### src/sv/itp_pkg.sv
// ----------------------------------------------------------------------------
// itp_pkg
// Types, character codes and helper functions of the infix-to-postfix block.
// ----------------------------------------------------------------------------
`default_nettype none

package itp_pkg;

    localparam int STACK_DEPTH_DEF = 32;

    localparam logic [7:0] CH_CARET = 8'h5E;
    localparam logic [7:0] CH_STAR  = 8'h2A;
    localparam logic [7:0] CH_SLASH = 8'h2F;
    localparam logic [7:0] CH_PCT   = 8'h25;
    localparam logic [7:0] CH_PLUS  = 8'h2B;
    localparam logic [7:0] CH_MINUS = 8'h2D;
    localparam logic [7:0] CH_OPEN  = 8'h28;
    localparam logic [7:0] CH_CLOSE = 8'h29;
    localparam logic [7:0] CH_NUL   = 8'h00;

    typedef struct packed {
        logic [7:0] symbol;
        logic       end_of_expr;
    } t_in_item;

    typedef struct packed {
        logic [7:0] out_symbol;
        logic       expr_done;
        logic       last_of_run;
    } t_out_item;

    // Kind of the request currently being worked on.
    typedef enum logic [2:0] {
        CLS_ALNUM,
        CLS_OPEN,
        CLS_CLOSE,
        CLS_OPER,
        CLS_END
    } t_cls;

    // Source of an emitted character.
    typedef enum logic [1:0] {
        SRC_SYM,
        SRC_TOP,
        SRC_TERM
    } t_src;

    typedef struct packed {
        logic load;
        logic push;
        logic pop;
        logic emit;
        t_src src;
        logic last;
    } t_cmd;

    typedef struct packed {
        t_cls cls;
        logic empty;
        logic full;
        logic top_open;
        logic top_ge;
        logic below_stop;
        logic below_lt;
        logic out_free;
    } t_status;

    function automatic logic [1:0] prec_of(input logic [7:0] c);
        logic [1:0] p;
        case (c)
            CH_CARET:                  p = 2'd3;
            CH_STAR, CH_SLASH, CH_PCT: p = 2'd2;
            CH_PLUS, CH_MINUS:         p = 2'd1;
            default:                   p = 2'd0;
        endcase
        return p;
    endfunction

    function automatic logic is_alnum(input logic [7:0] c);
        return (c >= 8'h30 && c <= 8'h39) || (c >= 8'h41 && c <= 8'h5A) ||
               (c >= 8'h61 && c <= 8'h7A);
    endfunction

endpackage

`default_nettype wire

### src/sv/itp_ctrl.sv
// ----------------------------------------------------------------------------
// itp_ctrl
// Sequencer: takes one request, then steps the stack one move per cycle unless the output stalls.
// ----------------------------------------------------------------------------
`default_nettype none

module itp_ctrl (
    input  wire logic             i_clk,
    input  wire logic             i_rst_n,
    input  wire logic             i_in_valid,
    output logic                  o_in_stall,
    input  wire itp_pkg::t_status i_status,
    output itp_pkg::t_cmd         o_cmd
);
    import itp_pkg::*;

    typedef enum logic [1:0] {
        ST_IDLE = 2'b01,
        ST_WORK = 2'b10
    } t_state;

    t_state r_state;
    t_state n_state;

    always_ff @(posedge i_clk) begin
        if (!i_rst_n) begin
            r_state <= ST_IDLE;
        end else begin
            r_state <= n_state;
        end
    end

    assign o_in_stall = (r_state != ST_IDLE);

    always_comb begin
        n_state    = r_state;
        o_cmd      = '0;
        o_cmd.src  = SRC_SYM;
        case (r_state)
            ST_IDLE: begin
                if (i_in_valid) begin
                    o_cmd.load = 1'b1;
                    n_state    = ST_WORK;
                end
            end
            ST_WORK: begin
                case (i_status.cls)
                    CLS_END: begin
                        if (i_status.out_free) begin
                            o_cmd.emit = 1'b1;
                            if (!i_status.empty) begin
                                o_cmd.pop = 1'b1;
                                o_cmd.src = SRC_TOP;
                            end else begin
                                o_cmd.src  = SRC_TERM;
                                o_cmd.last = 1'b1;
                                n_state    = ST_IDLE;
                            end
                        end
                    end
                    CLS_ALNUM: begin
                        if (i_status.out_free) begin
                            o_cmd.emit = 1'b1;
                            o_cmd.last = 1'b1;
                            n_state    = ST_IDLE;
                        end
                    end
                    CLS_OPEN: begin
                        o_cmd.push = 1'b1;
                        n_state    = ST_IDLE;
                    end
                    CLS_CLOSE: begin
                        if (i_status.empty) begin
                            n_state = ST_IDLE;
                        end else if (i_status.top_open) begin
                            // Discard the matching open parenthesis.
                            o_cmd.pop = 1'b1;
                            n_state   = ST_IDLE;
                        end else if (i_status.out_free) begin
                            o_cmd.pop  = 1'b1;
                            o_cmd.emit = 1'b1;
                            o_cmd.src  = SRC_TOP;
                            o_cmd.last = i_status.below_stop;
                        end
                    end
                    CLS_OPER: begin
                        if (!i_status.empty && i_status.top_ge) begin
                            if (i_status.out_free) begin
                                o_cmd.pop  = 1'b1;
                                o_cmd.emit = 1'b1;
                                o_cmd.src  = SRC_TOP;
                                o_cmd.last = i_status.below_lt;
                            end
                        end else begin
                            o_cmd.push = 1'b1;
                            n_state    = ST_IDLE;
                        end
                    end
                    default: begin
                        n_state = ST_IDLE;
                    end
                endcase
            end
            default: begin
                n_state = ST_IDLE;
            end
        endcase
    end

endmodule

`default_nettype wire

### src/sv/itp_dp.sv
// ----------------------------------------------------------------------------
// itp_dp
// Datapath: request register, operator stack and result register.
// ----------------------------------------------------------------------------
`default_nettype none

module itp_dp #(
    parameter int STACK_DEPTH = itp_pkg::STACK_DEPTH_DEF
) (
    input  wire logic               i_clk,
    input  wire logic               i_rst_n,
    input  wire itp_pkg::t_in_item  i_in_data,
    input  wire itp_pkg::t_cmd      i_cmd,
    input  wire logic               i_out_stall,
    output itp_pkg::t_status        o_status,
    output logic                    o_out_valid,
    output itp_pkg::t_out_item      o_out_data
);
    import itp_pkg::*;

    localparam int CW = $clog2(STACK_DEPTH + 1);
    localparam int AW = $clog2(STACK_DEPTH);

    // The top entry lives in r_top; the one under it is kept in r_below so a
    // pop can proceed every cycle. The memory holds every entry below the top.
    logic [7:0]    mem [STACK_DEPTH];
    logic [7:0]    r_sym;
    logic          r_end;
    logic [7:0]    r_top;
    logic [7:0]    r_below;
    logic [CW-1:0] r_cnt;
    logic [CW-1:0] n_cnt;
    logic          r_ovalid;
    t_out_item     r_odata;
    t_out_item     n_odata;

    logic [CW-1:0] wr_ptr;
    logic [CW-1:0] rd_ptr;
    logic          empty;
    logic          full;
    logic          cnt_one;
    logic          do_push;
    logic [1:0]    sym_prec;
    t_cls          cls;

    assign empty    = (r_cnt == '0);
    assign full     = (r_cnt == CW'(STACK_DEPTH));
    assign cnt_one  = (r_cnt == CW'(1));
    assign do_push  = i_cmd.push && !full;
    assign wr_ptr   = r_cnt - CW'(1);
    assign rd_ptr   = r_cnt - CW'(3);
    assign sym_prec = prec_of(r_sym);

    always_comb begin
        if (r_end) begin
            cls = CLS_END;
        end else if (is_alnum(r_sym)) begin
            cls = CLS_ALNUM;
        end else if (r_sym == CH_OPEN) begin
            cls = CLS_OPEN;
        end else if (r_sym == CH_CLOSE) begin
            cls = CLS_CLOSE;
        end else begin
            cls = CLS_OPER;
        end
    end

    always_comb begin
        o_status.cls        = cls;
        o_status.empty      = empty;
        o_status.full       = full;
        o_status.top_open   = (r_top == CH_OPEN);
        o_status.top_ge     = (prec_of(r_top) >= sym_prec);
        o_status.below_stop = cnt_one || (r_below == CH_OPEN);
        o_status.below_lt   = cnt_one || (prec_of(r_below) < sym_prec);
        o_status.out_free   = !r_ovalid || !i_out_stall;
    end

    always_ff @(posedge i_clk) begin
        if (i_cmd.load) begin
            r_sym <= i_in_data.symbol;
            r_end <= i_in_data.end_of_expr;
        end
    end

    always_ff @(posedge i_clk) begin
        if (do_push && !empty) begin
            mem[wr_ptr[AW-1:0]] <= r_top;
        end
    end

    always_ff @(posedge i_clk) begin
        if (do_push) begin
            r_top   <= r_sym;
            r_below <= r_top;
        end else if (i_cmd.pop) begin
            r_top   <= r_below;
            r_below <= mem[rd_ptr[AW-1:0]];
        end
    end

    always_comb begin
        n_cnt = r_cnt;
        if (do_push) begin
            n_cnt = r_cnt + CW'(1);
        end else if (i_cmd.pop && !empty) begin
            n_cnt = r_cnt - CW'(1);
        end
    end

    always_ff @(posedge i_clk) begin
        if (!i_rst_n) begin
            r_cnt <= '0;
        end else begin
            r_cnt <= n_cnt;
        end
    end

    always_comb begin
        case (i_cmd.src)
            SRC_SYM:  n_odata = '{out_symbol: r_sym, expr_done: 1'b0,
                                  last_of_run: i_cmd.last};
            SRC_TOP:  n_odata = '{out_symbol: r_top, expr_done: 1'b0,
                                  last_of_run: i_cmd.last};
            SRC_TERM: n_odata = '{out_symbol: CH_NUL, expr_done: 1'b1,
                                  last_of_run: 1'b1};
            default:  n_odata = '{out_symbol: CH_NUL, expr_done: 1'b0,
                                  last_of_run: 1'b0};
        endcase
    end

    always_ff @(posedge i_clk) begin
        if (!i_rst_n) begin
            r_ovalid <= 1'b0;
        end else if (i_cmd.emit) begin
            r_ovalid <= 1'b1;
        end else if (!i_out_stall) begin
            r_ovalid <= 1'b0;
        end
    end

    always_ff @(posedge i_clk) begin
        if (i_cmd.emit) begin
            r_odata <= n_odata;
        end
    end

    assign o_out_valid = r_ovalid;
    assign o_out_data  = r_odata;

endmodule

`default_nettype wire

### src/sv/infix_to_postfix_converter_top.sv
// ----------------------------------------------------------------------------
// Usage:
// Input channel (i_in_valid / o_in_stall / i_in_data) takes one request per
// character of an infix expression, or an end request with end_of_expr set.
// Output channel (o_out_valid / i_out_stall / o_out_data) delivers the
// postfix characters; last_of_run marks the final result caused by one
// request, and expr_done marks the terminator that closes an expression.
// A request is registered at the take and worked on from the next cycle,
// so a letter or digit passes the request register before it reaches the
// output register. The stack moves one entry per cycle unless a move that
// emits waits on a stalled output. The input stays stalled while a request
// is worked on, so a new request is taken only once the last is through.
// Results pass through a single output register; while the receiver stalls,
// the register holds its payload and the sequencer waits before emitting.
// A synchronous active-low reset empties the stack and drops any result.
// ----------------------------------------------------------------------------
// infix_to_postfix_converter_top
// Shunting-yard infix-to-postfix converter with an operator stack.
// ----------------------------------------------------------------------------
`default_nettype none

module infix_to_postfix_converter_top #(
    parameter int STACK_DEPTH = itp_pkg::STACK_DEPTH_DEF
) (
    input  wire logic               i_clk,
    input  wire logic               i_rst_n,
    input  wire logic               i_in_valid,
    output logic                    o_in_stall,
    input  wire itp_pkg::t_in_item  i_in_data,
    output logic                    o_out_valid,
    input  wire logic               i_out_stall,
    output itp_pkg::t_out_item      o_out_data
);
    import itp_pkg::*;

    // Commands flow from the sequencer to the datapath; the datapath returns
    // the classification of the current request and the state of its stack.
    t_cmd    cmd;
    t_status status;

    itp_ctrl u_ctrl (
        .i_clk      (i_clk),
        .i_rst_n    (i_rst_n),
        .i_in_valid (i_in_valid),
        .o_in_stall (o_in_stall),
        .i_status   (status),
        .o_cmd      (cmd)
    );

    itp_dp #(
        .STACK_DEPTH (STACK_DEPTH)
    ) u_dp (
        .i_clk       (i_clk),
        .i_rst_n     (i_rst_n),
        .i_in_data   (i_in_data),
        .i_cmd       (cmd),
        .i_out_stall (i_out_stall),
        .o_status    (status),
        .o_out_valid (o_out_valid),
        .o_out_data  (o_out_data)
    );

endmodule

`default_nettype wire

### config.mk
export PLATFORM = sky130hd
export DESIGN_NAME = infix_to_postfix_converter_top
export DESIGN_NICKNAME = d
export VERILOG_FILES = /design/src/sv/itp_pkg.sv /design/src/sv/itp_ctrl.sv /design/src/sv/itp_dp.sv /design/src/sv/infix_to_postfix_converter_top.sv
export SDC_FILE = /design/constraint.sdc
export NUM_CORES = 1
export LEC_CHECK = 0
export BUFFER_PORTS_ARGS = -buffer_cell sky130_fd_sc_hd__buf_2
export CAP_MARGIN = 20
export CORE_ASPECT_RATIO = 1.1
export CORE_MARGIN = 5
export CORE_UTILIZATION = 55
export DETAILED_ROUTE_END_ITERATION = 10
export MAX_ROUTING_LAYER = met4
export PLACE_DENSITY = 0.68
export SLEW_MARGIN = 20
export SYNTH_ARGS = -nofsm -noshare
export SYNTH_HDL_FRONTEND = slang
export SYNTH_SLANG_ARGS = --single-unit
export TNS_END_PERCENT = 10
### constraint.sdc
create_clock -name i_clk -period 13.2 [get_ports i_clk]
set_input_delay 2.64 -clock i_clk [delete_from_list [all_inputs] [get_ports i_clk]]
set_output_delay 2.64 -clock i_clk [all_outputs]
set_load 0.02 [all_outputs]
==> results.toml <==
[layout]
layoutNonFillerInstCount = 1048
antenna_cells = 0
n_fill_cell = 1550
nets = 748
syn_to_final_growth_pct = 12.2
drive_above_1_share = 0.250

[yosys]
synthArstFlopShare = 0
ys_seq_area_frac = 0.708
syn_inst = 690
synth-edff-count = 291
syn-cell-area_sq_um = 12600
post_synth_num_cell_types = 60
syn-num-nets = 713
ys_seq_elements = 300
synth-main-ff-cell = "edfxtp_1"
synth.area.top_cells = "edfxtp_1 (69%), mux4_2 (14%), nand2_1 (1.8%), dfxtp_1 (1.4%), nor2_1 (1.3%)"
yosysTopAreaCell = "edfxtp_1"
synth_warnings = 0
netlist.area_leader.share = 0.693
yosys-top-cells-count = "edfxtp_1 (291), mux4_2 (80), nand2_1 (59), nor2_1 (42)"
yosysMostFrequentCell = "edfxtp_1"
postSynthAreaPerCell_sq_um = 18.3

[cts]
htree_levels = 1
clkTransAtPathRegs_ps = 70
cts_setup_buffers = 0
tritoncts = "built"
root_buffer = "clkbuf_16"
clock-sinks = 300
cts_inserted_buffers = 30
cts_buffer_depth = 3
cts.hold.buffers_added = 0
clk_latency_ps = 550
cts_resized = 0

[die]
dieArea_sq_um = 26000
io_pins = 25
start_util = 0.555
fp-row-count = 58
coreArea_sq_um = 22700
die_w_um = 154
die_h_um = 169

[placed_design]
dp_slack_ps = 7820
gp_congestion = 0.907
dp.cells = 993
post-dp-hpwl_mm = 18.2
io_buffer_count = 24

[drt]
vias = 6714
routedWlPerCell_um = 27.7
drc_errors = 0
viasPerCell = 6.41
drt-pass1-iter-count = 5
initialDrtViolationCount = 571
postRouteAntennaNets = 0
drt-total-wl_mm = 29.0

[worst_hold_path]
hold_path_class = "register to register"
hp-start = "u_dp.r_cnt[5]"

[sta]
setup_viol = 0
worst_pin_slew_ps = 1060
final_hold_viol_count = 0
min_period_ps = 5450
finClkSkew_ps = 11.4
final.period_utilization = 0.413
grt_setup_unrepaired = "no"
maxSlewViolCount = 0
slew_headroom = 0.290
tns_ps = 0
layout_setup_ws_ps = 7750
fmax_ghz = 0.184

[setup_path]
worst-path-max-fanout = 38
path_class = "register to register"
cp-start-kind = "register"
cp.required_ps = 13380
end_kind = "register"
crit_path_start = "u_dp.r_top[5]"
worstReg2RegStart = "u_dp.r_top[5]"
worst_ep_arrival_time_ps = 5630

[power_and_ir_drop]
p_per_area_nw_per_um2 = 141
peakVddDrop_mv = 0.102
leakage_nw = 4.37

[grt]
top_usage_layer = "met2"
antenna_found_initial = 0
grt_use_total = 0.235
grt_pass1_wl_mm = 44.3
grt_util_met3 = 0.0332
grt_max_degree = 57
grt_pass1_vias = 6900
grt_overflow = 0
grt_use_met2 = 0.391
use_met1 = 0.301

[flow_run]
drv_cap = 0

[outcome]
status = "finished, final reports clean"
[per-stage QoR]
stage	area, sq um	power [mW]	utilization	hold WS (ps)
5_1_grt	14100	2.06	0.622	539
3_5_place_dp	13100	1.10	0.575	478
2_1_floorplan	12600	1.09	-	451
3_3_place_gp	13100	1.10	0.575	470
4_1_cts	14100	2.01	0.622	487
6_report	14100	1.99	0.622	497
[where the power goes]
part	switching (mW)	internal [mW]	total (mW)
logic	0.0206	0.0161	0.0366
registers	0.00695	1.03	1.04
clock network	0.357	0.557	0.913
total	0.384	1.61	1.99
[cells in the final DEF, fill, tap and decap left out, types with 5 or more instances in the layout]
cell type / count
a21oi_1: 8
and2_1: 6
and3_1: 5
buf_2: 24
buf_4: 12
bufinv_16: 7
clkbuf_16: 30
clkinvlp_4: 7
dfxtp_1: 8
edfxtp_1: 291
ha_1: 9
inv_1: 5
mux2_2: 9
mux2i_1: 11
mux4_2: 80
nand2_1: 59
nand2b_1: 6
nand3_1: 14
nand4_1: 6
nor2_1: 41
nor2b_1: 10
nor3_1: 6
o21ai_0: 14
xnor2_1: 9
xor2_1: 5
[worst paths after layout]
| check | endpoint | slack [ps] | cells past startpoint |
|---|---|---|---|
| max | u_dp.mem[8][3] | 7750 | 14 |
| min | u_dp.r_cnt[5] | 500 | 2 |
| max reg2reg | u_dp.mem[8][3] | 7750 | 14 |
| min reg2reg | u_dp.r_cnt[5] | 500 | 2 |
[sequential cells by signal (all words and copies together) (netlist names), 2 cells and up]
name	flops
u_dp.r_top	8
u_dp.r_cnt	6
u_ctrl.r_state	2
u_dp.r_below	8
u_dp.o_out_data	10
u_dp.r_sym	8
u_dp.mem	256
[cell type report]
cell class / count / area (sq um) / share of cell area
clock buffer: 34 / 766 / 0.0542
clock inverter: 21 / 315 / 0.0223
tap: 300 / 375 / 0.0266
multi-input combinational: 352 / 3530 / 0.249
inverter: 5 / 18.8 / 0.00133
sequential: 300 / 8920 / 0.631
timing repair buffer: 36 / 210 / 0.0149
[per-layer routing]
metal	share of wire	vias to the layer above
met4	0.038	0
met1	0.38	3457
met3	0.076	74
met5	0	-
met2	0.51	326
li1	-	2857
[critical path: stages, from the launching register on]
cell	delay (ps)
edfxtp_1	330
buf_4	360
or3b_2	530
or3b_2	510
inv_1	100
nand2_1	60
o21ai_0	250
nand2_1	90
ha_1	320
nand2b_1	140
a21o_1	210
a311o_1	330
nor2_4	690
nand3_1	430
nor2_1	710
[cells by family after synthesis]
kind of cell | share of synthesized area
AO/OA/AOI/OAI | 0.0277
adder cells (fa/ha/maj) | 0.00993
multiplexers | 0.160
flip-flops | 0.708
buffers and inverters | 0.0138
XOR/XNOR | 0.0104
AND/OR/NAND/NOR | 0.0706
Power figures use the tool's default switching activity.
